File: config.mk
export PLATFORM = sky130hd
export DESIGN_NAME = ffra_table
export DESIGN_NICKNAME = d
export VERILOG_FILES = /design/src/hw/rtl/ffra_pkg.sv /design/src/hw/rtl/ffra_table.sv
export SDC_FILE = /design/constraint.sdc
export NUM_CORES = 2
export LEC_CHECK = 0
export BUFFER_PORTS_ARGS = -buffer_cell sky130_fd_sc_hd__buf_2
export CAP_MARGIN = 10
export CORE_MARGIN = 4
export CORE_UTILIZATION = 25
export DETAILED_ROUTE_END_ITERATION = 10
export HOLD_SLACK_MARGIN = 0.1
export PLACE_DENSITY = 0.39
export SYNTH_ARGS = -nofsm -noshare
export SYNTH_HDL_FRONTEND = slang
export SYNTH_SLANG_ARGS = --single-unit
export TNS_END_PERCENT = 100
File: constraint.sdc
create_clock -name i_clk -period 3.85 [get_ports i_clk]
set_input_delay 0.77 -clock i_clk [delete_from_list [all_inputs] [get_ports i_clk]]
set_output_delay 0.77 -clock i_clk [all_outputs]
set_load 0.01 [all_outputs]
File: src/hw/rtl/ffra_pkg.sv
`timescale 1ns / 1ps
`default_nettype none

package ffra_pkg;

    // request transaction fields
    typedef struct packed {
        logic [1:0]  func;
        logic [14:0] region_offset;
        logic [14:0] region_size;
        logic [14:0] target_size;
    } t_req;

    // result transaction fields
    typedef struct packed {
        logic [14:0] result_offset;
        logic        ok;
        logic [2:0]  status;
    } t_rsp;

    // one free table entry
    typedef struct packed {
        logic [14:0] offset;
        logic [14:0] size;
    } t_entry;

    // request codes
    localparam logic [1:0] FUNC_ALLOC   = 2'd0;
    localparam logic [1:0] FUNC_REALLOC = 2'd1;
    localparam logic [1:0] FUNC_CHECK   = 2'd2;

    // status codes
    localparam logic [2:0] STAT_OK           = 3'd0;
    localparam logic [2:0] STAT_NO_FIT       = 3'd1;
    localparam logic [2:0] STAT_OUT_OF_ARENA = 3'd2;
    localparam logic [2:0] STAT_RESERVED     = 3'd3;
    localparam logic [2:0] STAT_TABLE_FULL   = 3'd4;

    // sequencer states
    typedef enum logic [2:0] {
        S_INIT,
        S_IDLE,
        S_RANGE,
        S_SCAN,
        S_HIT,
        S_MOVE,
        S_APPEND,
        S_DONE
    } t_state;

endpackage

`default_nettype wire

File: src/hw/rtl/ffra_table.sv
`timescale 1ns / 1ps
`default_nettype none

module ffra_table #(
    parameter int DEPTH = 128,
    parameter int AW    = 7
) (
    input  wire                  i_clk,
    input  wire                  i_we,
    input  wire [AW-1:0]         i_waddr,
    input  ffra_pkg::t_entry     i_wdata,
    input  wire [AW-1:0]         i_raddr,
    output ffra_pkg::t_entry     o_rdata
);
    import ffra_pkg::*;

    t_entry r_mem [DEPTH];
    t_entry r_rdata;

    // single write port
    always_ff @(posedge i_clk) begin
        if (i_we) begin
            r_mem[i_waddr] <= i_wdata;
        end
    end

    // registered read port
    always_ff @(posedge i_clk) begin
        r_rdata <= r_mem[i_raddr];
    end

    assign o_rdata = r_rdata;

endmodule

`default_nettype wire

# == Word-level counts from Yosys, hierarchy flattened ==
# Memory sizes are Yosys's and may differ from the RTL's. A register that Yosys moved wholly into a read port is not among the register bits.
# Cells that the tools add are included.
# totals
regBits,0
out_inout_bits,30
mem_bits_rw,3840
n_memories,1
wordCells,3
in_bits,46
# mem_list
memory,depth,word_bits,rd,rd_ports_with_merged_regs,write_ports,line,rtl
r_mem,128,30,1,1,1,ffra_table.sv:17,t_entry r_mem [DEPTH];
# classes
mux,2
# op_table
cell,count
2-to-1 mux 1 bit,2

# == Longest topological paths before layout ==
# depth
word_depth,2
ltp_mapped,8
ltp_nobuf,4

# == Worst setup path before layout ==
# No wires, ideal clock.
# synth_path
path_type,input to register
start,input i_we
end,memory r_mem[98][0] in the netlist's numbering (enable)
path_buffers,1
path_slack_ns,-0.018
required_ns,3.395
arrival_time_ns,3.414
setup_time_ns,0.455
path_stages,3
path_cell_list,clkbuf_1 > nand4_1 > nor3_1
# synth_via
elab_chain_cells,2
# synth_rtl
element,line,rtl
start: declaration,ffra_table.sv:9,"input wire i_we,"
2-to-1 mux 1 bit,ffra_table.sv:22,if (i_we) begin
2-to-1 mux 1 bit (implied by the code),ffra_table.sv:23,r_mem[i_waddr] <= i_wdata;
end: declaration,ffra_table.sv:17,
# Every way passes these cells.

==> results.md <==
- The flow ran to the end, and the final reports show no timing, DRC or antenna violations.
- The average via count per standard cell is 4.68.
- The number of cells on the worst reg-to-reg path is 4.
- The worst-case vdd ir drop is around 0.4 mV.
- Along the worst path, the maximum fanout reaches 29.
- For the pin with the worst max-slew slack, the measured transition is between 1 and 1.5 ns.
- The worst-case setup margin in the final layout is between 0.7 and 0.8 ns.
- The count of hold-fix buffers inserted at cts is 0.
- Subtracting the final worst setup slack from the clock period gives ~3.1 ns.
- The final count of hold timing violations was 0.
- The synthesized instance count is approximately 5,600.
- The number of warning messages in the yosys log is 0.
- The buffer depth of the longest clock path is 4.
- The worst pin sits at a relative slew slack of 0.210.
- The width of the chip is a little under 800 um.
- Of the total synthesized cell area, the portion taken by AND, OR, NAND and NOR gates is 0.00476.
- The floorplan step defined a die boundary enclosing about 600,000 um^2.
- The total I/O pin count is 76.
- Wires add up to between 400,000 and 500,000 um.
- The combinational family with the most area after synthesis is multiplexers.
- The summed instance area of the synthesized netlist is approximately 150,000 um^2.
- The count of max-cap constraint violations is 0.
- The synthesized area per cell is around 26 um^2.
- For this design the ratio of total power to cell area is 530 nW/um^2.
- Setup violations remaining at the end of the flow were counted as 0.
- Once layout is complete, the utilization of the core stands at 0.305.
- The number of cell rows is 280.
- The number of global-route vias before repair is roughly 70,000.
- CTS built an H-tree with a depth of 5.
- The final-layout setup total negative slack is 0 ns.
- For the worst setup path, the data required time is ~4.7 ns.
- The leading cell type in the layout, fill and taps excluded is edfxtp_1.
- The final worst clock skew is slightly above 0.07 ns.
- For this run, the slowest stage of the critical path takes just under 0.7 ns.
- The area share of xor/xnor cells in the synthesized design is 0.
- The violation count after the first detailed-routing iteration is just under 8,000.
- The final count of pins violating max slew is 0.
- The number of buffers inserted by post-CTS setup repair is 0.
- The worst setup path is captured at a register.
- The number of nets in the layout is approximately 6,400.
- The area added between synthesis and finish is 21.4%.
- The critical path launch point type is a primary input.
- The overall power of the completed layout is between 90 and 100 mW.
- The most critical setup path has its endpoint at o_rdata[11].
- In this run the worst hold path is classified as primary input to register.
- For this run, the total global-route usage over all layers was measured as 0.157.
- The routed length per placed instance is 33.3 um.
- The top cell types in the final layout, fill and taps aside, are edfxtp_1 (3,840), mux4_2 (1,260), clkbuf_16 (438).
- The worst register-to-register path begins at r_mem[21][17].
- The number of remaining DRC errors is 0.
- Of the post-synthesis cell area, the part taken by muxes is 0.196.
- Data on the critical path arrives at its endpoint at 3.95 ns.
- Entering global routing, the biggest net connects 129 pins.
- The slowest stage of the critical path belongs to the cell mux4_2.
- For this design, the sink count on the clock tree is 3,870.
- The first global-routing pass estimated between 600,000 and 700,000 um of wire.
- The remaining antenna violation count after routing is 0.
- The height of the die is approximately 770 um.
- The synthesized flop and latch total is roughly 3,900.
- The initial cell density of the core is 0.251.
- The signal on the critical path passes through buf_12 > buf_12 > buf_12 > buf_4 > mux4_2 > mux4_2 > mux4_2 > mux2_2.
- Counting every net in the synthesized netlist gives between 5,000 and 6,000.
- In this run, distinct cell masters in the synthesized netlist total 16.
- TritonCTS built the clock tree.
- Before CTS, the worst setup slack after placement is -0.294 ns.
- After floorplanning, the core was sized to cover between 500,000 and 600,000 um^2.
- During placement, the flow inserted port buffers numbering between 70 and 80.
- The critical path class is primary input to register.
- The worst register-to-register path has a setup slack of between 1 and 1.5 ns.
- Tracing the worst setup path back leads to its startpoint at i_raddr[0].
- Setup repair after global routing left no endpoint under its margin.
- After filler insertion, the fill cell instance count of the layout stands at between 50,000 and 60,000.
- The capture instance of the worst register-to-register path is o_rdata[17].
- On the final layout, the worst hold slack is ~0.24 ns.
- Of the available clock period, the critical path in the final layout requires 0.796.
- The post-synthesis share of cell area spent on full adders, half adders and majority gates is 0.
- In this run the clock root is driven by a clkbuf_16.
- The TritonCTS buffer count is approximately 440.
- The fraction of final layout cells sized beyond drive strength 1 is 0.392.
- The global-route congestion overflow total is 0.
- The fraction of the mapped netlist area in compound gates is 0.
- The number of antenna violations at the first check in global routing was ~110.
- The placer's final routability congestion estimate is about 0.74.
- In this run the static leakage power is ~54 nW.
- The clock slew seen by the registers of the worst setup and hold paths is 0.06 ns.
- The half-perimeter wire length after detailed placement is 277,000 um.
- The number of iterations in the first detailed-routing pass is 5.
- For this run, the top clock speed supported by timing is approximately 330 MHz.
- The clock latency reported for the late side of the worst-skew pair is 1.00 ns.
- The post-synthesis sequential area ratio is 0.791.
- The number of gates resized after CTS is 0.
- The overall via count from detail_route is roughly 68,000.
-- registers in the layout (all words and copies together), names as in the netlist --
signal	cells
o_rdata	30
r_mem	3840
-- Yosys cell counts (all sizes together) --
library cell | count | area, um^2
edfxtp | 3840 | 115000
mux4 | 1260 | 28400
clkbuf | 197 | 739
nor2 | 122 | 458
buf | 101 | 479
dfxtp | 30 | 601
mux2 | 30 | 338
nand2 | 14 | 52.6
nand3 | 12 | 60.1
nor3 | 9 | 45.0
nor2b | 7 | 43.8
nand4 | 3 | 18.8
nand2b | 2 | 12.5
or3 | 1 | 6.26
-- area by class of cell --
cell class / instances / area (um^2) / share of cell area
repair buffers: 558 / 7400 / 0.0416
clock buffers: 533 / 11500 / 0.0644
flip-flops and latches: 3870 / 116000 / 0.651
well taps: 7755 / 9700 / 0.0545
clock inverters: 279 / 3070 / 0.0173
multi-input cells: 1460 / 30400 / 0.171
diodes: 19 / 47.5 / 0.000267
-- metal layers --
metal / vias up / GRT usage / share of wire
met2: 2215 / 0.251 / 0.47
met5: - / 0 / 0.00053
met4: 42 / 0.0282 / 0.018
met1: 38637 / 0.226 / 0.45
met3: 515 / 0.0296 / 0.065
li1: 26339 / - / -
-- worst max-delay path, delay by kind of cell --
kind | cells | cell delay [ns]
buf+inv | 4 | 0.87
mux | 4 | 2.20
-- how the worst min path moves through the flow --
stage               slack (ns)      startpoint  cells past startpoint           end
global placement          1.16  r_mem[122][14]                      4   o_rdata[14]
CTS                       0.13      i_wdata[1]                      1  r_mem[24][1]
global route              0.17      i_wdata[1]                      1  r_mem[24][1]
floorplan                 0.87      i_wdata[0]                      0   r_mem[0][0]
finish                    0.24      i_wdata[1]                      1  r_mem[24][1]
detailed placement        1.15  r_mem[122][14]                      4   o_rdata[14]
-- cell families (layout without fill, tap and decap cells) --
group / count (synthesis) / count (layout)
AND/OR/NAND/NOR: 170 / 170
flip-flops: 3870 / 3870
buffers and inverters: 298 / 1370
other: 0 / 19
multiplexers: 1290 / 1290
-- stage by stage --
step,cell area (um^2),instances
6_report,178000,14474
5_1_grt,178000,14459
4_1_cts,178000,14455
3_5_place_dp,163000,13643
3_3_place_gp,163000,13643
2_1_floorplan,147000,5628
-- power breakdown --
group / total (mW) / internal, mW / switching (mW)
Combinational: 5.26 / 2.02 / 3.24
Clock: 42.2 / 24.7 / 17.4
Sequential: 46.8 / 46.5 / 0.286
Power figures use the tool's default switching activity.
