[src/hw/rtl/ffra_pkg.sv]
`timescale 1ns / 1ps
`default_nettype none

package ffra_pkg;

    // request transaction fields
    typedef struct packed {
        logic [1:0]  func;
        logic [14:0] region_offset;
        logic [14:0] region_size;
        logic [14:0] target_size;
    } t_req;

    // result transaction fields
    typedef struct packed {
        logic [14:0] result_offset;
        logic        ok;
        logic [2:0]  status;
    } t_rsp;

    // one free table entry
    typedef struct packed {
        logic [14:0] offset;
        logic [14:0] size;
    } t_entry;

    // request codes
    localparam logic [1:0] FUNC_ALLOC   = 2'd0;
    localparam logic [1:0] FUNC_REALLOC = 2'd1;
    localparam logic [1:0] FUNC_CHECK   = 2'd2;

    // status codes
    localparam logic [2:0] STAT_OK           = 3'd0;
    localparam logic [2:0] STAT_NO_FIT       = 3'd1;
    localparam logic [2:0] STAT_OUT_OF_ARENA = 3'd2;
    localparam logic [2:0] STAT_RESERVED     = 3'd3;
    localparam logic [2:0] STAT_TABLE_FULL   = 3'd4;

    // sequencer states
    typedef enum logic [2:0] {
        S_INIT,
        S_IDLE,
        S_RANGE,
        S_SCAN,
        S_HIT,
        S_MOVE,
        S_APPEND,
        S_DONE
    } t_state;

endpackage

`default_nettype wire

[src/hw/rtl/ffra_ctrl.sv]
`timescale 1ns / 1ps
`default_nettype none

module ffra_ctrl #(
    parameter int ARENA_BYTES    = 16384,
    parameter int FREE_ENTRIES   = 128,
    parameter int RESERVED_BYTES = 2048,
    parameter int IW             = 7
) (
    input  wire                  i_clk,
    input  wire                  i_rst_n,
    input  wire                  i_start,
    output logic                 o_busy,
    input  ffra_pkg::t_req       i_req,
    output logic                 o_valid,
    output ffra_pkg::t_rsp       o_rsp,
    output logic                 o_tbl_we,
    output logic [IW-1:0]        o_tbl_waddr,
    output ffra_pkg::t_entry     o_tbl_wdata,
    output logic [IW-1:0]        o_tbl_raddr,
    input  ffra_pkg::t_entry     i_tbl_rdata
);
    import ffra_pkg::*;

    localparam int          CW      = $clog2(FREE_ENTRIES + 1);
    localparam logic [15:0] ARENA16 = 16'(ARENA_BYTES);
    localparam logic [15:0] RES16   = 16'(RESERVED_BYTES);
    localparam logic [14:0] INIT_OFF  = 15'(RESERVED_BYTES);
    localparam logic [14:0] INIT_SIZE = 15'(ARENA_BYTES - RESERVED_BYTES);
    localparam logic [CW-1:0] FULL_CNT = CW'(FREE_ENTRIES);

    t_state        r_state, n_state;
    t_req          r_req, n_req;
    logic [CW-1:0] r_count, n_count;
    logic [CW-1:0] r_idx, n_idx;
    logic [IW-1:0] r_cidx, n_cidx;
    logic          r_pend, n_pend;
    logic [IW-1:0] r_hidx, n_hidx;
    logic [14:0]   r_hoff, n_hoff;
    logic [14:0]   r_hsize, n_hsize;
    logic [14:0]   r_res_off, n_res_off;
    logic          r_ok, n_ok;
    logic [2:0]    r_status, n_status;

    logic [14:0]   need;
    logic [15:0]   off16;
    logic [15:0]   size16;
    logic [2:0]    range_stat;
    logic          fits;
    logic          exact;
    logic [CW-1:0] last;

    // size that the scan looks for
    assign need = (r_req.func == FUNC_REALLOC) ? r_req.target_size : r_req.region_size;

    // range check of the existing region
    assign off16  = {1'b0, r_req.region_offset};
    assign size16 = {1'b0, r_req.region_size};
    always_comb begin
        if ((off16 > ARENA16) || (size16 > (ARENA16 - off16))) begin
            range_stat = STAT_OUT_OF_ARENA;
        end else if (off16 < RES16) begin
            range_stat = STAT_RESERVED;
        end else begin
            range_stat = STAT_OK;
        end
    end

    // shared compare unit for the first-fit scan
    assign fits  = r_pend && (i_tbl_rdata.size >= need);
    assign exact = (r_hsize == need);
    assign last  = r_count - 1'b1;

    // state and control registers
    always_ff @(posedge i_clk) begin
        if (!i_rst_n) begin
            r_state <= S_INIT;
            r_count <= CW'(1);
            r_pend  <= 1'b0;
        end else begin
            r_state <= n_state;
            r_count <= n_count;
            r_pend  <= n_pend;
        end
    end

    // payload registers
    always_ff @(posedge i_clk) begin
        r_req     <= n_req;
        r_idx     <= n_idx;
        r_cidx    <= n_cidx;
        r_hidx    <= n_hidx;
        r_hoff    <= n_hoff;
        r_hsize   <= n_hsize;
        r_res_off <= n_res_off;
        r_ok      <= n_ok;
        r_status  <= n_status;
    end

    // sequencer
    always_comb begin
        n_state     = r_state;
        n_req       = r_req;
        n_count     = r_count;
        n_idx       = r_idx;
        n_cidx      = r_cidx;
        n_pend      = r_pend;
        n_hidx      = r_hidx;
        n_hoff      = r_hoff;
        n_hsize     = r_hsize;
        n_res_off   = r_res_off;
        n_ok        = r_ok;
        n_status    = r_status;
        o_tbl_we    = 1'b0;
        o_tbl_waddr = r_hidx;
        o_tbl_wdata = i_tbl_rdata;
        o_tbl_raddr = r_idx[IW-1:0];

        case (r_state)
            // seed the single free region after reset
            S_INIT: begin
                o_tbl_we    = 1'b1;
                o_tbl_waddr = '0;
                o_tbl_wdata = '{offset: INIT_OFF, size: INIT_SIZE};
                n_count     = CW'(1);
                n_state     = S_IDLE;
            end
            S_IDLE: begin
                if (i_start) begin
                    n_req   = i_req;
                    n_state = S_RANGE;
                end
            end
            // decode the request
            S_RANGE: begin
                n_idx     = '0;
                n_pend    = 1'b0;
                n_ok      = 1'b0;
                n_res_off = '0;
                n_status  = STAT_NO_FIT;
                case (r_req.func)
                    FUNC_ALLOC: begin
                        n_state = S_SCAN;
                    end
                    FUNC_REALLOC: begin
                        if (range_stat != STAT_OK) begin
                            n_status = range_stat;
                            n_state  = S_DONE;
                        end else begin
                            n_state = S_SCAN;
                        end
                    end
                    FUNC_CHECK: begin
                        n_status = range_stat;
                        if (range_stat == STAT_OK) begin
                            n_res_off = r_req.region_offset;
                            n_ok      = 1'b1;
                        end
                        n_state = S_DONE;
                    end
                    default: begin
                        n_state = S_DONE;
                    end
                endcase
            end
            // one table read issued and one entry compared per cycle
            S_SCAN: begin
                if (fits) begin
                    n_hidx  = r_cidx;
                    n_hoff  = i_tbl_rdata.offset;
                    n_hsize = i_tbl_rdata.size;
                    n_pend  = 1'b0;
                    n_state = S_HIT;
                end else if (r_idx < r_count) begin
                    n_cidx = r_idx[IW-1:0];
                    n_idx  = r_idx + 1'b1;
                    n_pend = 1'b1;
                end else begin
                    n_pend   = 1'b0;
                    n_status = STAT_NO_FIT;
                    n_state  = S_DONE;
                end
            end
            // take the region: split in place or fetch the last entry; a reallocate split on a full table is refused
            S_HIT: begin
                if ((r_req.func == FUNC_REALLOC) && !exact && (r_count >= FULL_CNT)) begin
                    n_status = STAT_TABLE_FULL;
                    n_state  = S_DONE;
                end else begin
                    n_res_off = r_hoff;
                    n_ok      = 1'b1;
                    n_status  = STAT_OK;
                    if (exact) begin
                        o_tbl_raddr = last[IW-1:0];
                        n_state     = S_MOVE;
                    end else begin
                        o_tbl_we    = 1'b1;
                        o_tbl_waddr = r_hidx;
                        o_tbl_wdata = '{offset: r_hoff + need, size: r_hsize - need};
                        n_state     = (r_req.func == FUNC_REALLOC) ? S_APPEND : S_DONE;
                    end
                end
            end
            // last entry moves into the freed slot
            S_MOVE: begin
                o_tbl_we    = 1'b1;
                o_tbl_waddr = r_hidx;
                o_tbl_wdata = i_tbl_rdata;
                n_count     = last;
                n_state     = (r_req.func == FUNC_REALLOC) ? S_APPEND : S_DONE;
            end
            // release the old region at the table end
            S_APPEND: begin
                o_tbl_we    = 1'b1;
                o_tbl_waddr = r_count[IW-1:0];
                o_tbl_wdata = '{offset: r_req.region_offset, size: r_req.region_size};
                n_count     = r_count + 1'b1;
                n_state     = S_DONE;
            end
            S_DONE: begin
                n_state = S_IDLE;
            end
            default: begin
                n_state = S_IDLE;
            end
        endcase
    end

    // result transaction
    assign o_busy  = (r_state != S_IDLE);
    assign o_valid = (r_state == S_DONE);
    assign o_rsp   = '{result_offset: r_res_off, ok: r_ok, status: r_status};

endmodule

`default_nettype wire

[config.mk]
export PLATFORM = sky130hd
export DESIGN_NAME = ffra_ctrl
export DESIGN_NICKNAME = d
export VERILOG_FILES = /design/src/hw/rtl/ffra_pkg.sv /design/src/hw/rtl/ffra_ctrl.sv
export SDC_FILE = /design/constraint.sdc
export NUM_CORES = 1
export LEC_CHECK = 0
export BUFFER_PORTS_ARGS = -buffer_cell sky130_fd_sc_hd__buf_2
export CORE_UTILIZATION = 62
export DETAILED_ROUTE_END_ITERATION = 7
export GPL_TIMING_DRIVEN = 0
export PLACE_DENSITY_LB_ADDON = 0.3
export SLEW_MARGIN = 15
export SYNTH_ARGS = -nofsm -noshare
export SYNTH_HDL_FRONTEND = slang
export SYNTH_SLANG_ARGS = --single-unit
[constraint.sdc]
create_clock -name i_clk -period 9.75 [get_ports i_clk]
set_input_delay 0 -clock i_clk [delete_from_list [all_inputs] [get_ports i_clk]]
set_output_delay 0 -clock i_clk [all_outputs]
set_load 0.02 [all_outputs]
* After elaboration in Yosys (flattened, before gate mapping)
Cells that the tools add are included.
Operators by class: $lt $le $gt $ge 6, muxes and demuxes 43, div/mod/pow operators 0, reduce and logical (&&, ||, !) cells 22, eq/ne operators 17, $add $sub $neg 6, bitwise operators 1, multipliers 0, shift-type cells 0
Operators with widths (count):
- $pmux 30 s3 | 1
- $mux 15 | 4
- $mux 30 | 2
- $pmux 15 s2 | 1
- $mux 3 | 8
- $pmux 8 s3 | 1
- $mux 7 | 3
- $pmux 3 s7 | 1
- $add 8x1->8 const B | 2
- $gt 15x16->1 | 1
- $mux 8 | 2
- $pmux 8 s2 | 1
- $sub 15x15->16 const A | 1
- $add 15x15->15 | 1
- $eq 15x15->1 | 1
- $ge 15x15->1 | 1
- $gt 15x15->1 const B | 1
- $lt 15x12->1 const B | 1
- $sub 15x15->15 | 1
- $pmux 7 s2 | 1
- $eq 3x3->1 const B | 4
- $pmux 3 s2 | 2
- $ne 2x2->1 const B | 5
- $pmux 3 s3 | 1
- other kinds (24) | 48
Word-level totals: word-level logic and storage cells 110, ROM bits 0, bits in latches 0, bits in writable memories 0, flip-flop bits (word level) 130, memories kept 0, output and inout bits 66, bits of input ports 80

* Logic depth before layout (Yosys ltp)
word-level depth 8, mapped depth 16, gate-level depth less buffers 14

* Worst setup path after synthesis
Ideal clock, no wire load.
kind reg-to-reg, start register r_req[46] in the netlist's numbering, end register r_hidx[0] (enable), data required time 9.317 ns, buffers on the path 2, arrival time 4.218 ns, period minus slack after synthesis 4.651 ns, setup time 0.433 ns, path slack 5.099 ns, cell stages (with the launch flop) 13, cells stage by stage edfxtp_1 -> inv_1 -> ha_1 -> clkbuf_1 -> buf_1 -> mux2i_1 -> ha_1 -> nor2b_1 -> o21a_1 -> o211ai_1 -> a21oi_1 -> o41ai_1 -> nor2_1
Between the ends: longest elaborated chain between the ends 5
Ends and longest elaborated chain:
- from (decl) | RTL line ffra_ctrl.sv:33 | t_req r_req, n_req;
- from (signal assigned) | RTL line ffra_ctrl.sv:89 | r_req <= n_req;
- $eq 2x1->1 | RTL line ffra_ctrl.sv:54 | assign need = (r_req.func == FUNC_REALLOC) ? r_req.target_size : r_req.region_size;
- $mux 15 | RTL line ffra_ctrl.sv:54
- $ge 15x15->1 | RTL line ffra_ctrl.sv:70 | assign fits = r_pend && (i_tbl_rdata.size >= need);
- $logic_and 1x1->1 | RTL line ffra_ctrl.sv:70
- $reduce_and 2->1 (no line)
- to (signal assigned) | RTL line ffra_ctrl.sv:92 | r_hidx <= n_hidx;
- to (decl) | RTL line ffra_ctrl.sv:38 | logic [IW-1:0] r_hidx, n_hidx;
Every way passes these cells. A chain may end at the register's enable or synchronous reset.

* Worst setup path in the final report
start register r_req[46] in the netlist's numbering, end register r_idx[4] (enable)
Between the ends: longest elaborated chain between the ends 6
Ends and longest elaborated chain:
- $eq 2x1->1 | RTL line ffra_ctrl.sv:54
- $mux 15 | RTL line ffra_ctrl.sv:54
- $ge 15x15->1 | RTL line ffra_ctrl.sv:70
- $logic_and 1x1->1 | RTL line ffra_ctrl.sv:70
- $ne 2x2->1 (no line)
- $reduce_and 3->1 (no line)
- to (signal assigned) | RTL line ffra_ctrl.sv:90 | r_idx <= n_idx;
- to (decl) | RTL line ffra_ctrl.sv:35 | logic [CW-1:0] r_idx, n_idx;
Every way passes these cells.

==> key figures <==
Floorplanning
  – Row count: between 40 and 50
  – Initial cell density of the core: 63.5%
  – Core Region: between 10,000 and 15,000 um^2
  – Die area: 14,700 um^2
  – # IOs: 146
  – Die width: 121 um
  – Die height: about 120 um

Power
  – Power Internal: 0.00118 W
  – Peak VDD IR: 0.182 mV
  – Clk pwr share: 34.7%
  – Sw Pwr: 0.000614 W
  – Pwr per Cell Area: ~160 nW/um^2
  – Sw Ratio: between 30% and 40%
  – Static Leak: 4.49 nW
  – Combinational power share: between 20% and 30%
  – Sequential Power Share: between 30% and 40%

Clock tree
  – Clock sink total: 130
  – Clk slew on worst S/H paths: about 60 ps
  – Root Driver: clkbuf_16
  – Bufs on Longest Clock Path: 2
  – TritonCTS Buffers: 17
  – H-tree levels: 4
  – CTS tree: yes
  – Post-CTS Setup Bufs: 0
  – Clk Latency, worst-skew pair: 440 ps

GRT
  – First-pass GRT wire length: 46.5 mm
  – GRT Total Usage: 43.5%
  – Total grt overflow: 0
  – Initial antenna violation count: 0
  – Largest net degree at the start of global routing: 41
  – Vias in the first global route: 8,544

Drt
  – Via density: ~6.6
  – Initial DRC count: between 1k and 1.5k
  – Post-DRT Antenna Nets: 0
  – Drt wl/cell: approximately 24 um
  – DRC Markers: 0
  – Vias: 8,815
  – Drt total wl: 31.3 mm
  – Detailed Routing Iterations Pass 1: 6

Synth
  – Post-synth top cells: edfxtp_1 (118), nand2_1 (80), a21oi_1 (73), ha_1 (73), nor2_1 (68)
  – Register area share after synthesis: 43.1%
  – Area contributors post-synth: edfxtp_1 (40%), ha_1 (10%), a21oi_1 (4.2%)
  – Synth top area share: 40.3%
  – Synth warnings: 0
  – Synthesized Nets: 1,045
  – Synth Register Bits: 130
  – Count leader, synth: edfxtp_1
  – Post-synth EDFFs: 118
  – Synth Instances: 890
  – Top_reg_cell synth: edfxtp_1
  – Cell variety after synth: 76
  – Post-synth ARST share: 0%
  – Syn_area_per_cell: 9.87 um^2
  – Mapped cell area: 8790 um^2
  – Post-synth top area cell: edfxtp_1

STA
  – RSZ-0062 raised after global routing: no
  – Final Setup Violations: 0
  – Total negative slack: 0 ps
  – Setup Skew: 13.0 ps
  – F_max: 166 MHz
  – Crit share post-route: 61.6%
  – Final hold vios: 0
  – Max-slew headroom: 35.3%
  – Tightest Pin Transition: 966 ps
  – Min Tclk post-route: 6010 ps
  – Slew Viols, Final: 0
  – Final WS setup: 3740 ps

Critical path
  – End of the worst register-to-register path: r_idx[4]$_SDFFCE_PN0P_
  – CP startpoint kind: flop
  – Crit end category: flop
  – Slowest-stage cell, CP: o41ai_2
  – Family with the most delay on the worst path: compound AO/OA/AOI/OAI gates
  – Most used cell, CP: ha_1
  – R2R setup slack: 3740 ps
  – Worst path cell trace: inv_1, ha_1, clkbuf_1, buf_1, mux2i_1, ha_1, nor2b_1, o21a_1, o211ai_1, a21oi_1, o41ai_2, nand3_1, o21ai_1
  – Arrival time worst endpoint: between 6000 and 7000 ps
  – CP peak stage delay: 830 ps
  – Max Fanout on Critical Path: 10
  – Reg2reg path depth: 13
  – Buf/Inv on CP: 3
  – Crit path kind: flop to flop
  – Req. time, crit path: 9820 ps
  – Origin of the critical flop-to-flop path: r_req[46]$_DFFE_PP_

Finish
  – Layout area overhead: 26.9%
  – Final instance area: 11,200 um^2
  – ANT cells: 0
  – Share of layout cells above drive strength 1: 19.3%
  – Post-layout util: between 80% and 90%
  – Layout net count: 1,290
  – Fillers: 822

Outcome
  – Outcome: finished, final reports clean

Place
  – Port buffer count: ~150
  – Post-Place Setup Slack: around 4000 ps
  – Routability Congestion: 1.02
  – DP Wirelength: 21.0 mm
  – Post-placement cell area: 9810 um^2

Min path
  – Hold Crit Endpoint: r_state[1]$_SDFFE_PN0P_
  – Hold path depth: 5
  – Hold Crit Start: i_start
  – Tightest Hold Check Type: input pin to flop

Job
  – Max Cap Viol: 0
cell families after synthesis:
logic type	Yosys count	share of synthesized area (%)
flip-flops	130	43.1
AND/OR/NAND/NOR	260	14.2
XOR/XNOR	49	4.88
AO/OA/AOI/OAI	281	21.4
adder cells (fa/ha/maj)	75	10.9
buffers and inverters	80	3.79
multiplexers	15	1.81
flip-flops by register name (all words and copies together) (netlist names):
register   count
off16         15
r_cidx         7
r_count        8
r_hidx         7
r_hoff        15
r_hsize       15
r_idx          8
r_ok           1
r_pend         1
r_req         32
r_res_off     15
r_state        3
r_status       3
cells in the final DEF, fill, tap and decap left out, drive strengths merged, types with 4 or more instances in the layout:
cell type,netlist,routed
o221ai,4,4
o21ai,77,77
inv,40,44
mux2i,11,11
ha,73,73
xnor2,27,27
o21a,9,9
o22ai,4,4
nand2,81,81
a21oi,73,73
nand3,26,26
o211ai,5,5
clkinv,0,7
nand4,11,11
mux2,4,4
a22oi,16,16
a22o,36,36
buf,13,161
edfxtp,118,118
o21bai,6,6
dfxtp,12,12
nand2b,11,11
nor3,20,20
a21o,10,10
xor2,22,22
clkbuf,27,45
o31ai,6,6
nor2,68,68
dlygate4sd3,0,78
and2,5,5
and3,7,7
a31oi,6,6
nor2b,9,9
per-layer routing:
metal  up-vias  GRT usage (%)  part of all wire, %
met2       725           68.4                   46
met5         -              0                    0
li1       3831              -                    -
met1      4117           54.2                   36
met4         0           24.3                  5.0
met3       142           11.6                   13
stage by stage:
stage	cells	power, W	hold WS, ps
2_1_floorplan	890	0.000969	98.9
3_3_place_gp	1215	0.00112	176
3_5_place_dp	1218	0.00113	178
4_1_cts	1328	0.00177	33.8
5_1_grt	1328	0.00184	94.9
6_report	1328	0.00180	56.0
cell type report:
type | instances | area (um^2) | share of cell area (%)
Clock inverter | 14 | 133 | 1.19
Timing Repair Buffer | 226 | 1560 | 14.0
Clock buffer | 18 | 429 | 3.85
Inverter | 40 | 150 | 1.35
Tap cell | 180 | 225 | 2.02
Sequential cell | 130 | 3780 | 33.9
Buffer | 40 | 183 | 1.64
Multi-Input combinational cell | 680 | 4690 | 42.0
power by group through the flow:
stage,combinational (W),sequential (W),clock (W)
final,0.000497,0.000677,0.000624
after global routing,0.000528,0.000677,0.000639
after CTS,0.000475,0.000673,0.000617
after detailed placement,0.000446,0.000684,0
after global placement,0.000433,0.000685,0
after floorplan,0.000285,0.000684,0
worst register-to-register path: cells and delay by family, from the launching register on:
kind	cells	cell delay, ps
mux	1	720
flops	1	420
compound gates	5	1930
simple gates	2	470
fa+ha+maj	2	680
buf+inv	3	1410
worst max path at each step:
stage	start	endpoint	cells after the start
global placement	r_req[46]$_DFFE_PP_	r_hsize[4]$_DFFE_PP_	12
finish	r_req[46]$_DFFE_PP_	r_idx[4]$_SDFFCE_PN0P_	13
detailed placement	r_req[46]$_DFFE_PP_	r_idx[0]$_SDFFCE_PN0P_	13
global route	r_req[46]$_DFFE_PP_	r_idx[1]$_SDFFCE_PN0P_	13
floorplan	r_req[46]$_DFFE_PP_	r_hidx[0]$_DFFE_PP_	12
CTS	r_req[46]$_DFFE_PP_	r_idx[1]$_SDFFCE_PN0P_	13
timing repair:
action	in CTS	in global routing
hold buffers	78	0
endpoints found under the hold margin	79	0
endpoints found under the setup margin	0	0
resized for setup	0	0
No activity file was read; power rests on OpenSTA's default activity.
